==> config.mk <==
export PLATFORM = sky130hd
export DESIGN_NAME = cau_div_cell
export DESIGN_NICKNAME = d
export VERILOG_FILES = /design/src/rtl/cau_pkg.sv /design/src/rtl/cau_div_cell.sv
export SDC_FILE = /design/constraint.sdc
export NUM_CORES = 1
export LEC_CHECK = 0
export ABC_AREA = 1
export BUFFER_PORTS_ARGS = -buffer_cell sky130_fd_sc_hd__buf_2
export CAP_MARGIN = 5
export CELL_PAD_IN_SITES_DETAIL_PLACEMENT = 1
export CELL_PAD_IN_SITES_GLOBAL_PLACEMENT = 1
export CORE_AREA = 2 2 313 315
export CTS_CLUSTER_DIAMETER = 80
export DETAILED_ROUTE_END_ITERATION = 10
export DIE_AREA = 0 0 315 317
export GPL_TIMING_DRIVEN = 0
export PLACE_DENSITY_LB_ADDON = 0.1
export SYNTH_ARGS = -nofsm -noshare
export SYNTH_HDL_FRONTEND = slang
export SYNTH_SLANG_ARGS = --single-unit
export TNS_END_PERCENT = 10
==> constraint.sdc <==
create_clock -name clk -period 0.8 [get_ports clk]
set_input_delay 0.2 -clock clk [delete_from_list [all_inputs] [get_ports clk]]
set_output_delay 0.2 -clock clk [all_outputs]
set_load 0.01 [all_outputs]
==> src/rtl/cau_pkg.sv <==
// Shared types, codes and saturation helpers of the complex arithmetic unit.
package cau_pkg;

    typedef enum logic [2:0] {
        MODE_NEG = 3'd0,
        MODE_ADD = 3'd1,
        MODE_SUB = 3'd2,
        MODE_MUL = 3'd3,
        MODE_DIV = 3'd4,
        MODE_EQ  = 3'd5
    } mode_t;

    localparam logic [1:0] ST_OK  = 2'd0;
    localparam logic [1:0] ST_SAT = 2'd1;
    localparam logic [1:0] ST_DZ  = 2'd2;

    // Remainder width of the divider row and width of its quotient.
    localparam int DIV_W = 98;
    localparam int Q_W   = 34;

    typedef struct packed {
        logic [31:0] val;
        logic        sat;
    } sat_t;

    typedef struct packed {
        logic [2:0]  mode;
        logic [31:0] rr;
        logic [31:0] ri;
        logic        eq;
        logic [1:0]  st;
        logic        neg_re;
        logic        neg_im;
        logic        den_zero;
    } side_t;

    typedef struct packed {
        logic             valid;
        logic [63:0]      den;
        logic [DIV_W-1:0] r_re;
        logic [DIV_W-1:0] r_im;
        logic [Q_W-1:0]   q_re;
        logic [Q_W-1:0]   q_im;
        side_t            side;
    } stage_t;

    function automatic sat_t sat_mag(input logic neg, input logic [63:0] mag);
        sat_t        r;
        logic [31:0] v;
        if (neg)
        begin
            r.sat = (mag > 64'h0000_0000_8000_0000);
            v     = r.sat ? 32'h8000_0000 : mag[31:0];
            r.val = 32'd0 - v;
        end
        else
        begin
            r.sat = (mag > 64'h0000_0000_7FFF_FFFF);
            r.val = r.sat ? 32'h7FFF_FFFF : mag[31:0];
        end
        return r;
    endfunction

    function automatic sat_t sat33(input logic [32:0] v);
        sat_t r;
        r.sat = v[32] ^ v[31];
        if (r.sat)
        begin
            r.val = v[32] ? 32'h8000_0000 : 32'h7FFF_FFFF;
        end
        else
        begin
            r.val = v[31:0];
        end
        return r;
    endfunction

endpackage

==> src/rtl/cau_div_cell.sv <==
// One restoring-division cell: decides one quotient bit for both result parts.
module cau_div_cell
    import cau_pkg::*;
#(
    parameter int SHIFT = 0
)
(
    input  logic   clk,
    input  logic   rst_n,
    input  logic   en,
    input  stage_t din,
    output stage_t dout
);

    logic [DIV_W-1:0] d;
    logic             ge_re;
    logic             ge_im;
    stage_t           cell_next;
    logic             valid_reg;
    stage_t           data_reg;

    always_comb
    begin
        d         = {{(DIV_W-64){1'b0}}, din.den} << SHIFT;
        ge_re     = (din.r_re >= d);
        ge_im     = (din.r_im >= d);
        cell_next = din;
        cell_next.r_re = ge_re ? din.r_re - d : din.r_re;
        cell_next.r_im = ge_im ? din.r_im - d : din.r_im;
        cell_next.q_re[SHIFT] = ge_re;
        cell_next.q_im[SHIFT] = ge_im;
    end

    always_ff @(posedge clk or negedge rst_n)
    begin
        if (!rst_n)
        begin
            valid_reg <= 1'b0;
        end
        else if (en)
        begin
            valid_reg <= din.valid;
        end
    end

    always_ff @(posedge clk)
    begin
        if (en)
        begin
            data_reg <= cell_next;
        end
    end

    always_comb
    begin
        dout       = data_reg;
        dout.valid = valid_reg;
    end

endmodule

==> results.txt, run 1 <==
----------------------------------------------------
[Synth]
  Sequential area share after synthesis ... 0.394
  Post-Synthesis Cell Area ... between 0.03 and 0.04 sq mm
  Number of flip-flops and latches in the synthesized netlist ... 402
  Count of cell types in the netlist ... 39
  Most area-consuming cells after synthesis ... edfxtp_1, nand2_1, inv_1, nor2_1, ha_1
  Avg Cell Area, Syn ... a little under 7 sq um
  Area share of the largest cell type after synthesis ... 0.393
  Yosys top cell by area ... edfxtp_1
  Syn Inst Count ... around 4,500
  Net Count, Synth ... a little over 5,000
  Synth warnings ... 0

[Clock tree]
  Buffer cell driving the clock tree root ... clkbuf_16
  Clk sink count ... roughly 400
  CTS tree ... built
  H-tree depth ... 2
  Number of clock buffers inserted by TritonCTS ... 49
  Max Buffers Root-to-Sink ... 3
  Worst-Skew Late Latency ... around 670 ps
  Clock slew at reported path FFs ... approximately 60 ps

[Route]
  Detailed-router iteration count before antenna repair ... 7
  Drt first-iter violations ... about 2,800
  Number of nets still failing antenna checks after routing ... 0
  Average routed wire per standard cell ... between 20 and 30 microns
  Vias after detailed routing ... ~36,000
  Mean number of vias per cell ... between 4 and 5
  DRC viols ... 0
  Total Routed Length ... approximately 190 mm

[Hold path]
  Hold Crit Start ... en
  Path category of the worst min-delay check ... input port to flip-flop
  Hold Crit Endpoint ... dout[41]$_DFFE_PP_
  Number of cells on the worst hold path ... 1

[Setup path]
  Cells on worst reg2reg path ... 1
  WS Path Type ... input port to flip-flop
  Endpoint of the most critical register-to-register path ... valid_reg$_DFFE_PN0P_
  Launching element type of the critical path ... input port
  Endpoint type of the worst setup path ... flip-flop
  Top fanout value on the critical path ... 8
  Reg2Reg Launch Point ... valid_reg$_DFFE_PN0P_
  Setup slack of the worst register-to-register path ... around 40 ps
  Arrival time at the worst endpoint ... 2600 ps
  Req. time, crit path ... between 1000 and 1500 ps

[Timing]
  Tightest Pin Transition ... ~740 ps
  Final Critical Period ... roughly 2200 ps
  Final Slew Violations ... 0
  Final setup viols ... about 940
  Max-Slew Margin vs Limit ... 0.507
  Final worst path period share ... 2.74
  RSZ-0062 raised after global routing ... yes
  Minimum hold slack ... -13.6 ps
  Final total negative setup slack ... -608,250 ps
  Final number of hold-violating endpoints ... 11
  Final WS setup ... -1390 ps
  Highest achievable clock rate ... 456 MHz
  Skew final ... 0 ps

[Outcome]
  Run status ... complete, but fails checks
  Violated checks ... hold timing, setup timing

[Run]
  Max-Cap Viols ... 0

[Die]
  Horizontal die dimension ... around 320 microns
  Overall die area ... between 0.09 and 0.1 sq mm
  Starting density of the core ... 0.318
  I/O pins ... between 800 and 900
  Floorplan die height ... roughly 320 microns
  Core region area ... between 0.09 and 0.1 sq mm
  Floorplan row count ... 114

[Placed design]
  Post-placement setup slack ... -3230 ps
  Placed wire-length estimate after detailed placement ... between 150 and 200 mm
  Final estimated routing congestion in global placement ... 0.996
  IO buf count ... 804
  Number of cells in the design after placement ... approximately 6,600

[Cells and area]
  Ratio of cells with drive above 1 in the final layout ... 0.323
  Flip-flop count of the largest register after layout ... 401
  Layout area overhead ... 56.9%
  Layout Nets ... ~6,400
  Non-filler instance count after layout ... 7,237

[Global route]
  Initial antenna violation count ... between 40 and 50
  Wire length of the first global-routing pass ... 257 mm
  Pin count of the biggest net entering global routing ... ~130
  Vias in the first global route ... between 30,000 and 40,000
  Grt total ovfl ... 0
  Global Route Usage Sum ... 0.363

[Pwr]
  Total power draw ... about 76 mW
  Worst VDD drop ... 1700 uV
  Leakage Power ... 22.9 nW
  Power density normalized to cell area ... around 1600 mW/mm^2

----------------------------------------------------
-- report_power, final --
| group | internal [mW] | switching [mW] | total (mW) |
|---|---|---|---|
| Sequential | 25.9 | 0.800 | 26.7 |
| Clock | 13.6 | 10.2 | 23.7 |
| Combinational | 9.60 | 16.3 | 25.9 |
| Total | 49.1 | 27.3 | 76.4 |
-- critical path, stage by stage --
cell and delay, ps:
buf_6 80, clkinvlp_4 90, buf_4 170, buf_4 140, ha_1 280, nand2_1 60
nand3b_1 250, nor2_4 220, nand3_2 130, nand2_2 100, nor2_4 50, nand2_4 110
inv_8 90, buf_6 140, clkbuf_16 160, o21ai_2 320
-- per-stage QoR --
step,area (sq um),util
2_1_floorplan,30700,-
3_3_place_gp,36400,0.378
3_5_place_dp,36400,0.379
4_1_cts,46100,0.479
5_1_grt,48000,0.499
6_report,48100,0.499
-- repair_timing --
| action | in CTS | in global routing |
|---|---|---|
| hold buffers | 370 | 1 |
| pin swaps | 89 | 61 |
| endpoints found under the hold margin | 379 | 2 |
| setup buffers | 116 | 41 |
| cloned | 7 | 8 |
| setup endpoints to repair | 947 | 947 |
| resized for setup | 713 | 360 |
-- cell usage after synthesis --
library cell,n
nand2_1,1816
inv_1,875
nor2_1,461
edfxtp_1,401
nand3_1,203
ha_1,128
a21oi_1,96
xnor2_1,86
nand4_1,81
o21ai_0,60
nor3_1,42
a21oi_2,38
o21ai_2,38
o21ai_1,35
and2_1,24
buf_6,19
nor2_2,14
o21bai_1,9
buf_2,8
inv_2,8
nand2_2,8
nand3b_1,8
nor2_4,5
buf_4,4
a21boi_0,3
clkbuf_1,3
nand3_2,3
xor2_1,3
and3_1,2
fa_1,2
buf_12,1
dfrtp_1,1
inv_4,1
mux2_2,1
nand2_8,1
nor3_2,1
nor3_4,1
nor4_1,1
or2_2,1
-- cell usage in the layout (no fill, tap or decap), types with 59 or more instances in the layout --
cell / count
buf_2: 779
nor2_4: 80
nand3_1: 148
inv_1: 806
a21oi_1: 65
edfxtp_1: 401
nand4_1: 81
buf_4: 153
clkbuf_16: 59
dlygate4sd3_1: 371
nor2_2: 73
o21ai_2: 61
nor2_1: 327
xnor2_1: 83
nand2_1: 1563
nand2_4: 80
ha_4: 101
nand2_2: 179
-- cells by family (layout without fill, tap and decap cells) --
group                    Yosys count  in the layout  synth area share
AO/OA/AOI/OAI                    279            279            0.0559
buffers and inverters            919           2357             0.119
flip-flops                       402            402             0.394
adder cells (fa/ha/maj)          130            130            0.0536
XOR/XNOR                          89             89            0.0254
multiplexers                       1              1          0.000368
AND/OR/NAND/NOR                 2672           2672             0.352
other                              0             31                 0
-- routing by layer --
metal	vias to the layer above	track usage	routed length [microns]
met4	4	0.193	11600
met5	-	0	27
li1	16800	-	-
met2	1198	0.618	91700
met3	345	0.0484	10200
met1	17600	0.446	76500
-- area by class of cell --
class / instances / area, sq um
Fill cell: 12000 / 48200
Multi-Input combinational cell: 3171 / 18900
Sequential cell: 402 / 12100
Timing Repair Buffer: 1350 / 9680
Inverter: 884 / 3480
Tap cell: 1276 / 1600
Clock buffer: 53 / 1240
Buffer: 35 / 577
Clock inverter: 35 / 393
Antenna cell: 31 / 77.6
-- how the worst max path moves through the flow --
| stage | start | to | slack (ps) | depth (start not counted) |
|---|---|---|---|---|
| 2_1_floorplan | din[141] | dout[150]$_DFFE_PP_ | -1380 | 18 |
| 3_3_place_gp | en | valid_reg$_DFFE_PN0P_ | -7070 | 2 |
| 3_5_place_dp | din[337] | dout[265]$_DFFE_PP_ | -3230 | 17 |
| 4_1_cts | din[352] | dout[183]$_DFFE_PP_ | -1280 | 18 |
| 5_1_grt | din[395] | dout[296]$_DFFE_PP_ | -1400 | 18 |
| 6_report | din[338] | dout[267]$_DFFE_PP_ | -1390 | 16 |
Power figures use the tool's default switching activity.
==> run 2: changes to the inputs <==
--- a/config.mk
+++ b/config.mk
@@ -16,6 +16,7 @@
 export DIE_AREA = 0 0 315 317
 export GPL_TIMING_DRIVEN = 0
 export PLACE_DENSITY_LB_ADDON = 0.1
+export REMOVE_ABC_BUFFERS = 1
 export SYNTH_ARGS = -nofsm -noshare
 export SYNTH_HDL_FRONTEND = slang
 export SYNTH_SLANG_ARGS = --single-unit
==> results.txt, run 2 (same netlist as run 1, synthesis figures left out) <==
----------------------------------------------------
[Outcome]
  Run status ... complete, but fails checks
  Violated checks ... hold timing, setup timing

[Clock tree]
  Clk sink count ... 402 (unchanged)
  Number of clock buffers inserted by TritonCTS ... 49 (unchanged)
  H-tree depth ... 2 (unchanged)
  CTS tree ... built
  Clock slew at reported path FFs ... 60 ps (about the same)
  Max Buffers Root-to-Sink ... 3 (unchanged)
  Buffer cell driving the clock tree root ... clkbuf_16
  Worst-Skew Late Latency ... 650 ps (-20 ps)

[Die]
  I/O pins ... 807 (unchanged)
  Starting density of the core ... 0.318 (unchanged)
  Core region area ... 0.0963 sq mm (unchanged)
  Overall die area ... 0.0999 sq mm (unchanged)
  Floorplan row count ... 114 (unchanged)
  Horizontal die dimension ... 315 microns (unchanged)
  Floorplan die height ... 317 microns (unchanged)

[Placed design]
  IO buf count ... 804 (unchanged)
  Placed inst area ... 0.0361 sq mm (-0.98%)
  Final estimated routing congestion in global placement ... 0.970 (-2.6%)
  Placed wire-length estimate after detailed placement ... 152 mm (about the same)

[Route]
  Number of nets still failing antenna checks after routing ... 0 (unchanged)
  Mean number of vias per cell ... 4.97 (about the same)
  Average routed wire per standard cell ... 27.0 microns (+2.8%)
  Detailed-router iteration count before antenna repair ... 5 (-2)
  Total Routed Length ... 192 mm (+1.1%)
  DRC viols ... 0 (unchanged)
  Vias after detailed routing ... 35,400 (-1.5%)
  Drt first-iter violations ... 2,603 (-8.6%)

[Cells and area]
  Leading cell type in the layout, fill and taps excluded ... nand2_1
  Layout Cell Area excl Fill ... 0.0454 sq mm (-5.5%)
  Most used cells in the layout excluding fill and tap cells ... nand2_1, inv_1, buf_2
  Layout area overhead ... 48.3%
  Flip-flop count of the largest register after layout ... 401 (unchanged)
  Ratio of cells with drive above 1 in the final layout ... 0.269 (-0.0536)
  Layout Nets ... 6,324 (-1.6%)

[Global route]
  Pin count of the biggest net entering global routing ... 122 (-2.4%)
  Global Route Usage Sum ... 0.366 (+0.00326)
  Initial antenna violation count ... 26 (-46%)
  Grt total ovfl ... 0 (unchanged)
  Wire length of the first global-routing pass ... 259 mm (+0.52%)
  Vias in the first global route ... 35,500 (-3.3%)

[Pwr]
  Total power draw ... 73.5 mW (-3.8%)
  Share of total power in the clock network ... 0.301 (-0.010)
  Power share of the sequential group ... 0.365 (+0.015)
  Worst VDD drop ... 1430 uV (-16%)
  Leakage Power ... 21.8 nW (-4.8%)
  Switching share of power ... 0.366 (+0.00952)
  Internal power of the cells ... 46.6 mW (-5.2%)
  Power density normalized to cell area ... 1620 mW/mm^2 (+1.8%)
  Net switching power ... 26.9 mW (-1.2%)
  Power share of the combinational group ... 0.334 (-0.005)

[Timing]
  Final total negative setup slack ... -633,320 ps (-25,070 ps)
  Final Critical Period ... 2260 ps (+65.1 ps)
  Final setup viols ... 938 (-0.32%)
  Max-Slew Margin vs Limit ... 0.519 (+0.0117)
  Final Slew Violations ... 0 (unchanged)
  Highest achievable clock rate ... 443 MHz (-2.9%)
  Tightest Pin Transition ... 721 ps (-17.6 ps)
  Final WS setup ... -1460 ps (-65.1 ps)
  Final number of hold-violating endpoints ... 4 (-7)
  RSZ-0062 raised after global routing ... yes
  Skew final ... 0 ps (unchanged)
  Minimum hold slack ... -10.6 ps (+2.99 ps)
  Final worst path period share ... 2.82 (+0.0814)

[Hold path]
  Path category of the worst min-delay check ... input port to flip-flop
  Number of cells on the worst hold path ... 1 (unchanged)

[Run]
  Max-Cap Viols ... 0 (unchanged)

[Setup path]
  Cell repeated most along the worst path ... nand2_2
  Gate family responsible for the most delay along the worst path ... buffers and inverters
  Cells on worst reg2reg path ... 1 (unchanged)
  Arrival time at the worst endpoint ... 2740 ps (+140 ps)
  Worst path depth ... 18 (+2)
  Req. time, crit path ... 1280 ps (+70 ps)
  WS Path Type ... input port to flip-flop
  Worst stage delay on the critical path ... 340 ps (+20 ps)
  Cells along the critical path ... buf_2 -> clkinvlp_4 -> ha_4 -> nand2_2 -> inv_1 -> nand2_1 -> nand2_2 -> a21oi_2 -> o21bai_1 -> inv_1 -> nand2_2 -> nand2_4 -> nand2_8 -> buf_6 -> buf_12 -> inv_8 -> nand2_1 -> o21ai_1
  Endpoint type of the worst setup path ... flip-flop
  Crit path max-delay cell type ... ha_4
  WP buf/inv ... 7 (unchanged)
  Launching element type of the critical path ... input port
  Top fanout value on the critical path ... 14 (+6)

----------------------------------------------------
==> run 2: changes by cell type in the layout (fill, tap and decap cells not counted), sizes merged, moves of 4 or more <==
cell and delta:
buf -98, diode -14, inv +10, dlygate4sd3 -8
bufinv -6, nand2 +4
==> run 2: layout make-up <==
cell class / count / area (sq um)
fillers: 12300 / 50900
multi-input cells: 3175 / 17600
inverters: 884 / 3440
well taps: 1276 / 1600
repair buffers: 1272 / 9060
diodes: 17 / 42.5
clock inverters: 31 / 275
clock buffers: 60 / 1270
flip-flops and latches: 402 / 12100
repair inverters: 5 / 60.1
==> run 2: power groups by stage <==
stage / registers [mW] / clock network, mW / logic [mW]
floorplan: 28.2 / 0 / 8.38
global placement: 27.3 / 0 / 19.6
detailed placement: 27.1 / 0 / 19.8
CTS: 26.7 / 22.3 / 22.8
global route: 26.9 / 23.1 / 25.9
finish: 26.8 / 22.1 / 24.5
==> run 2: metal layers <==
layer	vias up	track usage	part of all wire
li1	16600	-	-
met1	17300	0.450	0.40
met2	1239	0.637	0.49
met3	299	0.0510	0.057
met4	6	0.162	0.052
met5	-	0	0.00017
==> run 2: path summary, 6_finish.rpt <==
path,start,endpoint,slack (ps)
min in group asynchronous,rst_n,valid_reg$_DFFE_PN0P_,550
setup / recovery,din[357],dout[193]$_DFFE_PP_,-1460
hold reg to reg,valid_reg$_DFFE_PN0P_,valid_reg$_DFFE_PN0P_,530
max in group asynchronous,rst_n,valid_reg$_DFFE_PN0P_,60
setup reg to reg,valid_reg$_DFFE_PN0P_,valid_reg$_DFFE_PN0P_,40
hold / removal,en,dout[238]$_DFFE_PP_,-10
==> run 2: repair_timing <==
action	4_1_cts	5_1_grt
pin swaps	27	62
setup buffers	40	48
hold buffers	362	1
gates cloned	14	7
gates resized for setup	335	305
hold endpoints to repair	410	2
setup endpoints to repair	941	942
==> run 2: through the flow <==
stage	utilization	hold slack, ps	instances	setup slack [ps]
4_1_cts	0.453	-27.2	7049	-1460
2_1_floorplan	-	-95.6	4457	-2690
3_3_place_gp	0.373	51.8	6537	-7180
5_1_grt	0.472	-1.08	7118	-1530
3_5_place_dp	0.375	47.6	6542	-4240
6_report	0.472	-10.6	7122	-1460
